**src/rtl/tlbia_pkg.sv**
```systemverilog
// shared constants and types for the two-level bitmap id allocator
package tlbia_pkg;

    localparam int NUM_GROUPS_DEF  = 32;
    localparam int GROUP_WIDTH_DEF = 32;
    localparam int ID_W            = 10;

    localparam logic CMD_ALLOC   = 1'b0;
    localparam logic CMD_RELEASE = 1'b1;

    localparam logic STATUS_OK        = 1'b0;
    localparam logic STATUS_EXHAUSTED = 1'b1;

    // controller to datapath commands
    typedef struct packed {
        logic capture;  // latch request, start group word read
        logic commit;   // update bitmaps, load result
    } tlbia_ctl_t;

endpackage

```
**src/rtl/tlbia_datapath.sv**
```systemverilog
// datapath: group word store, summary word, bit search and result registers
module tlbia_datapath #(
    parameter int NUM_GROUPS  = tlbia_pkg::NUM_GROUPS_DEF,
    parameter int GROUP_WIDTH = tlbia_pkg::GROUP_WIDTH_DEF
) (
    input  logic                       clk,
    input  logic                       rst_n,
    input  tlbia_pkg::tlbia_ctl_t      ctl,
    input  logic                       cmd,
    input  logic [tlbia_pkg::ID_W-1:0] id,
    output logic [tlbia_pkg::ID_W-1:0] result_id,
    output logic                       status
);

    localparam int GRP_W = $clog2(NUM_GROUPS);
    localparam int BIT_W = $clog2(GROUP_WIDTH);
    localparam int ID_W  = tlbia_pkg::ID_W;
    localparam int POOL  = NUM_GROUPS * GROUP_WIDTH;

    logic [GROUP_WIDTH-1:0] busy_mem [NUM_GROUPS];
    logic [NUM_GROUPS-1:0]  word_valid_reg;
    logic [NUM_GROUPS-1:0]  summary_reg;

    logic                   cmd_reg;
    logic [ID_W-1:0]        id_reg;
    logic [GRP_W-1:0]       grp_reg;
    logic                   skip_reg;
    logic [GROUP_WIDTH-1:0] rd_word_reg;
    logic                   rd_valid_reg;
    logic [ID_W-1:0]        result_id_reg;
    logic                   status_reg;

    logic [GRP_W-1:0]       rel_grp;
    logic                   rel_in_pool;
    logic [GRP_W-1:0]       alloc_grp;
    logic                   alloc_none;
    logic [GRP_W-1:0]       rd_addr;

    logic [GROUP_WIDTH-1:0] cur_word;
    logic [BIT_W-1:0]       alloc_bit;
    logic [GROUP_WIDTH-1:0] alloc_mask;
    logic [BIT_W-1:0]       rel_bit;
    logic [GROUP_WIDTH-1:0] new_word;
    logic                   wr_en;

    // group of a released id: highest group base not above the id
    always_comb
    begin
        rel_grp     = '0;
        rel_in_pool = (32'(id) < 32'(POOL));
        for (int g = 1; g < NUM_GROUPS; g++)
        begin
            if (32'(id) >= 32'(g * GROUP_WIDTH))
            begin
                rel_grp = GRP_W'(g);
            end
        end
    end

    // lowest group not marked full
    always_comb
    begin
        alloc_grp  = '0;
        alloc_none = &summary_reg;
        for (int g = NUM_GROUPS - 1; g >= 0; g--)
        begin
            if (!summary_reg[g])
            begin
                alloc_grp = GRP_W'(g);
            end
        end
    end

    assign rd_addr = (cmd == tlbia_pkg::CMD_RELEASE) ? rel_grp : alloc_grp;

    // never-written words read as zero
    assign cur_word = rd_valid_reg ? rd_word_reg : '0;

    // lowest free bit in the group word
    always_comb
    begin
        alloc_bit  = '0;
        alloc_mask = '0;
        for (int b = GROUP_WIDTH - 1; b >= 0; b--)
        begin
            if (!cur_word[b])
            begin
                alloc_bit  = BIT_W'(b);
                alloc_mask = GROUP_WIDTH'(1) << b;
            end
        end
    end

    assign rel_bit = BIT_W'(32'(id_reg) - 32'(grp_reg) * GROUP_WIDTH);

    always_comb
    begin
        if (cmd_reg == tlbia_pkg::CMD_RELEASE)
        begin
            new_word = cur_word & ~(GROUP_WIDTH'(1) << rel_bit);
        end
        else
        begin
            new_word = cur_word | alloc_mask;
        end
    end

    assign wr_en = ctl.commit && !skip_reg;

    // group word store
    always_ff @(posedge clk)
    begin
        if (wr_en)
        begin
            busy_mem[grp_reg] <= new_word;
        end
        if (ctl.capture)
        begin
            rd_word_reg <= busy_mem[rd_addr];
        end
    end

    always_ff @(posedge clk or negedge rst_n)
    begin
        if (!rst_n)
        begin
            word_valid_reg <= '0;
            summary_reg    <= '0;
        end
        else if (wr_en)
        begin
            word_valid_reg[grp_reg] <= 1'b1;
            if (cmd_reg == tlbia_pkg::CMD_RELEASE)
            begin
                summary_reg[grp_reg] <= 1'b0;
            end
            else if (&new_word)
            begin
                summary_reg[grp_reg] <= 1'b1;
            end
        end
    end

    // request and result payload
    always_ff @(posedge clk)
    begin
        if (ctl.capture)
        begin
            cmd_reg      <= cmd;
            id_reg       <= id;
            grp_reg      <= rd_addr;
            skip_reg     <= (cmd == tlbia_pkg::CMD_RELEASE) ? !rel_in_pool : alloc_none;
            rd_valid_reg <= word_valid_reg[rd_addr];
        end
        if (ctl.commit)
        begin
            if (cmd_reg == tlbia_pkg::CMD_RELEASE)
            begin
                result_id_reg <= id_reg;
                status_reg    <= tlbia_pkg::STATUS_OK;
            end
            else if (skip_reg)
            begin
                result_id_reg <= '0;
                status_reg    <= tlbia_pkg::STATUS_EXHAUSTED;
            end
            else
            begin
                result_id_reg <= ID_W'(32'(grp_reg) * GROUP_WIDTH + 32'(alloc_bit));
                status_reg    <= tlbia_pkg::STATUS_OK;
            end
        end
    end

    assign result_id = result_id_reg;
    assign status    = status_reg;

endmodule

```
**src/rtl/tlbia_ctrl.sv**
```systemverilog
// controller: request/response handshake and two-step sequencing
module tlbia_ctrl (
    input  logic                  clk,
    input  logic                  rst_n,
    input  logic                  req_valid,
    output logic                  req_stall,
    output logic                  rsp_valid,
    input  logic                  rsp_stall,
    output tlbia_pkg::tlbia_ctl_t ctl
);

    typedef enum logic {
        ST_IDLE,
        ST_UPDATE
    } state_t;

    state_t state_reg, state_next;
    logic   rsp_valid_reg, rsp_valid_next;

    // take a request only in idle and when the response slot is empty or drains now
    assign req_stall   = (state_reg != ST_IDLE) || (rsp_valid_reg && rsp_stall);
    assign ctl.capture = req_valid && !req_stall;
    assign ctl.commit  = (state_reg == ST_UPDATE);

    always_comb
    begin
        state_next     = state_reg;
        rsp_valid_next = rsp_valid_reg;
        if (rsp_valid_reg && !rsp_stall)
        begin
            rsp_valid_next = 1'b0;
        end
        case (state_reg)
            ST_IDLE:
            begin
                if (ctl.capture)
                begin
                    state_next = ST_UPDATE;
                end
            end
            ST_UPDATE:
            begin
                state_next     = ST_IDLE;
                rsp_valid_next = 1'b1;
            end
            default:
            begin
                state_next = ST_IDLE;
            end
        endcase
    end

    always_ff @(posedge clk or negedge rst_n)
    begin
        if (!rst_n)
        begin
            state_reg     <= ST_IDLE;
            rsp_valid_reg <= 1'b0;
        end
        else
        begin
            state_reg     <= state_next;
            rsp_valid_reg <= rsp_valid_next;
        end
    end

    assign rsp_valid = rsp_valid_reg;

endmodule

```
**src/rtl/two_level_bitmap_id_allocator.sv**
```systemverilog
// top level of the two-level bitmap id allocator
// Allocates and frees ids from a pool of NUM_GROUPS * GROUP_WIDTH (1024 by
// default). Each request transaction (cmd, id) yields exactly one response
// transaction (result_id, status). cmd allocate returns the lowest free id
// from the lowest group that is not full, or result_id 0 with status 1 when
// the pool is exhausted; cmd release frees the given id (no in-use check) and
// echoes it with status 0. In the accept cycle the target group is chosen
// from the summary word and its busy word is read from the group store, and
// in the next cycle the free bit is found, the word written back and the
// response loaded. The dependence through that read-modify-write means a new
// request is not taken while the previous one is in its update step. A new
// request is taken while the previous response waits, as long as it is taken
// by the accept edge. No clearing pass is needed after reset; per-group valid
// flags make the pool empty at once.
module two_level_bitmap_id_allocator #(
    parameter int NUM_GROUPS  = tlbia_pkg::NUM_GROUPS_DEF,
    parameter int GROUP_WIDTH = tlbia_pkg::GROUP_WIDTH_DEF
) (
    input  logic                       clk,
    input  logic                       rst_n,
    // request channel
    input  logic                       req_valid,
    output logic                       req_stall,
    input  logic                       cmd,
    input  logic [tlbia_pkg::ID_W-1:0] id,
    // response channel
    output logic                       rsp_valid,
    input  logic                       rsp_stall,
    output logic [tlbia_pkg::ID_W-1:0] result_id,
    output logic                       status
);

    tlbia_pkg::tlbia_ctl_t ctl;

    // sequencing and handshakes
    tlbia_ctrl u_ctrl (
        .clk       (clk),
        .rst_n     (rst_n),
        .req_valid (req_valid),
        .req_stall (req_stall),
        .rsp_valid (rsp_valid),
        .rsp_stall (rsp_stall),
        .ctl       (ctl)
    );

    // bitmaps, search logic and response payload
    tlbia_datapath #(
        .NUM_GROUPS  (NUM_GROUPS),
        .GROUP_WIDTH (GROUP_WIDTH)
    ) u_datapath (
        .clk       (clk),
        .rst_n     (rst_n),
        .ctl       (ctl),
        .cmd       (cmd),
        .id        (id),
        .result_id (result_id),
        .status    (status)
    );

endmodule

```
**config.mk**
```make
export PLATFORM = sky130hd
export DESIGN_NAME = two_level_bitmap_id_allocator
export DESIGN_NICKNAME = d
export VERILOG_FILES = /design/src/rtl/tlbia_pkg.sv /design/src/rtl/tlbia_datapath.sv /design/src/rtl/tlbia_ctrl.sv /design/src/rtl/two_level_bitmap_id_allocator.sv
export SDC_FILE = /design/constraint.sdc
export NUM_CORES = 2
export LEC_CHECK = 0
export BUFFER_PORTS_ARGS = -buffer_cell sky130_fd_sc_hd__clkbuf_2
export CAP_MARGIN = 10
export CORE_MARGIN = 2
export CORE_UTILIZATION = 50
export DETAILED_ROUTE_END_ITERATION = 10
export PLACE_DENSITY = 0.62
export SLEW_MARGIN = 25
export SYNTH_ARGS = -nofsm -noshare
export SYNTH_HDL_FRONTEND = slang
export SYNTH_SLANG_ARGS = --single-unit
```
**constraint.sdc**
```tcl
create_clock -name clk -period 5.7 [get_ports clk]
set_clock_uncertainty 0.1 [all_clocks]
set_input_delay 0.285 -clock clk [delete_from_list [all_inputs] [get_ports clk]]
set_output_delay 0.285 -clock clk [all_outputs]
set_load 0.02 [all_outputs]
```
==> run summary <==
1st-pass router iterations: 6
CTS sink cnt: 1,151
Clock Power Share: 40.9%
die area: 94,600 um^2
Via Count: 29.5k
max reg flops: 1,024
fin crit period: 4.66 ns
top post-synthesis cells by area: edfxtp_1, o221ai_1, dfrtp_1, nand2_1, mux2i_1
row count: 111
total power density per cell area: 350 nW/um^2
Slew HR: 27.8%
DRC viols: 0
Final Max Tran Viols: 0
I/O Buffers: 27
cell count after synthesis: 3,014
CP startpoint kind: flip-flop
Final Cycle Share: 81.8%
final-report hold violation count: 0
initial antenna violation count: 5
initial core utilization: 50.3%
family with the most delay on the worst path: simple AND/OR/NAND/NOR gates
largest net degree at the start of global routing: 133
Non-Filler Instances: 4,366
drt initial violations: 4,293
sequential fraction of the synthesis area: 74.3%
root buffer cell: clkbuf_16
Hold WC Path Type: in2reg
TritonCTS clock tree: yes
post-layout util: 57.0%
Area growth syn-to-layout: 13.3%
power share of the combinational group: 6.4%
ANT nets after route: 0
first-pass GRT wire length: 200,000 um
routed wire length: 142,000 um
Synth cell types: 74
Netlist Area Pre-Place: 46,100 um^2
Setup CP Type: reg2reg
Pwr Total: 0.0183 W
Async SR Flop Fraction: 5.73%
top-area cell type share of the netlist area: 70.7%
worst skew pair latency: 0.70 ns
# IOs: 28
CP Max Fanout: 33
flop and latch count out of synthesis: 1,151
run status: complete, no violations
Core Region: 91,500 um^2
slowest CP cell: or4_2
sequential power share: 52.7%
Post-synth top flop: edfxtp_1
Avg WL per Cell: 32.6 um
Arrival @ worst endpoint: 5.16 ns
synth warn: 0
most numerous cell on the critical path: nand2_1
die width: 308 um
Bufs and invs on worst path: 0
ratio of cells with drive above 1 in the final layout: 16.1%
Die Y: 308 um
most frequent cell after synthesis: edfxtp_1
Final setup viols: 0
# diodes: 0
synth cell count leaders: edfxtp_1, nand2_1, o221ai_1
gpl congestion: 0.958
Syn Nets: 3,029
TNS Setup: 0 ns
GRT overflow: 0
Int Power: 0.0141 W
Clock transition at path regs: 0.06 ns
EDFF count, synth: 1,085
Pleak: 17.8 nW
CTS H-tree lvls: 3
net switching power: 0.00417 W
maximum vdd drop: 0.286 mV
Synth Area per Inst: 15.3 um^2
vias in the first global route: 28.0k
highest clock rate: 215 MHz
Critical Path RT: 6.19 ns
crit path cell chain: nand2_1 -> nor2_1 -> o221a_2 -> nand2_1 -> nor3_1 -> nand3_1 -> or4_2 -> o31ai_2
largest area contributor in the netlist: edfxtp_1
# nets final: 3,100
switching share of power: 22.9%
clock buffer depth: 3
# placed instances: 4,139
Worst-Margin Slew: 1.08 ns
max-cap check violation count: 0
critical path's largest stage delay: 1.18 ns
cts repair resizes: 0
unrepaired setup endpoints after global routing: no
Detail Placement HPWL: 77,400 um
GRT Overall Usage: 29.8%
drt via density: 6.75
CP Capture Type: flip-flop
CTS Buf Count: 114
timing repair:
action                    in CTS  in global routing
hold endpoints to repair      81                  0
setup buffers                  0                  0
hold buffers                  14                  0
worst paths after layout:
path | startpoint | to | slack (ns) | depth (start not counted)
max | u_datapath.rd_valid_reg | flip-flop | 1.04 | 8
min | id[0] | u_datapath.id_reg[0] | 0.21 | 2
max reg2reg | u_datapath.rd_valid_reg | flip-flop | 1.04 | 8
min reg2reg | u_datapath.word_valid_reg[20] | u_datapath.word_valid_reg[20] | 0.36 | 1
max in group asynchronous | rst_n | async pin | 4.70 | 3
min in group asynchronous | rst_n | u_datapath.word_valid_reg[26] | 0.23 | 3
cell usage in the layout (no fill, tap or decap), types with 34 or more instances in the layout:
master / netlist / routed
a21oi_1: 152 / 147
a311oi_1: 132 / 132
and3_1: 138 / 138
and4_1: 35 / 35
buf_4: 0 / 119
clkbuf_16: 0 / 116
dfrtp_1: 66 / 66
edfxtp_1: 1085 / 1085
mux2i_1: 131 / 131
nand2_1: 401 / 387
nand3_1: 35 / 34
o221ai_1: 262 / 262
layout make-up:
type	instances	area, um^2
Clock buffer	144	3020
Sequential cell	1151	34200
Timing Repair Buffer	175	1490
Clock inverter	67	701
Inverter	17	81.3
Fill cell	7007	39300
Tap cell	1186	1480
Multi-Input combinational cell	1626	11200
worst register-to-register path, cell delays in order (launching register included):
cell	delay, ns
edfxtp_1	0.76
nand2_1	0.35
nor2_1	0.38
o221a_2	0.66
nand2_1	0.11
nor3_1	0.42
nand3_1	0.13
or4_2	1.18
o31ai_2	0.47
cell families (layout without fill, tap and decap cells):
group | after synthesis | after routing | share of synthesized area, %
flops | 1151 | 1151 | 74.3
simple gates | 825 | 825 | 9.16
compound gates | 670 | 670 | 11.4
buf+inv | 237 | 403 | 2.32
mux | 131 | 131 | 2.85
per-layer routing:
layer  up-vias  share of wire [%]  track usage [%]
met5         -              0.019                0
met4         4                3.3             9.65
li1      12300                  -                -
met3       295                 10             5.75
met1     15100                 41             42.7
met2      1769                 46             46.1
power by group through the flow:
stage	combinational, W	sequential (W)	clock [W]
2_1_floorplan	0.000679	0.00973	0
3_3_place_gp	0.00112	0.00978	0
3_5_place_dp	0.00115	0.00978	0
4_1_cts	0.00116	0.00960	0.00753
5_1_grt	0.00125	0.00962	0.00785
6_report	0.00117	0.00961	0.00747
stage by stage:
stage	hold slack (ns)	instance area [um^2]	worst slack, ns
after global placement	0.343	48300	1.21
after floorplan	-0.111	46100	1.58
after CTS	0.174	52100	1.19
final	0.210	52200	1.04
after global routing	0.218	52200	0.847
after detailed placement	0.353	48300	1.19
Note: power is estimated with default switching activity, not from simulation.
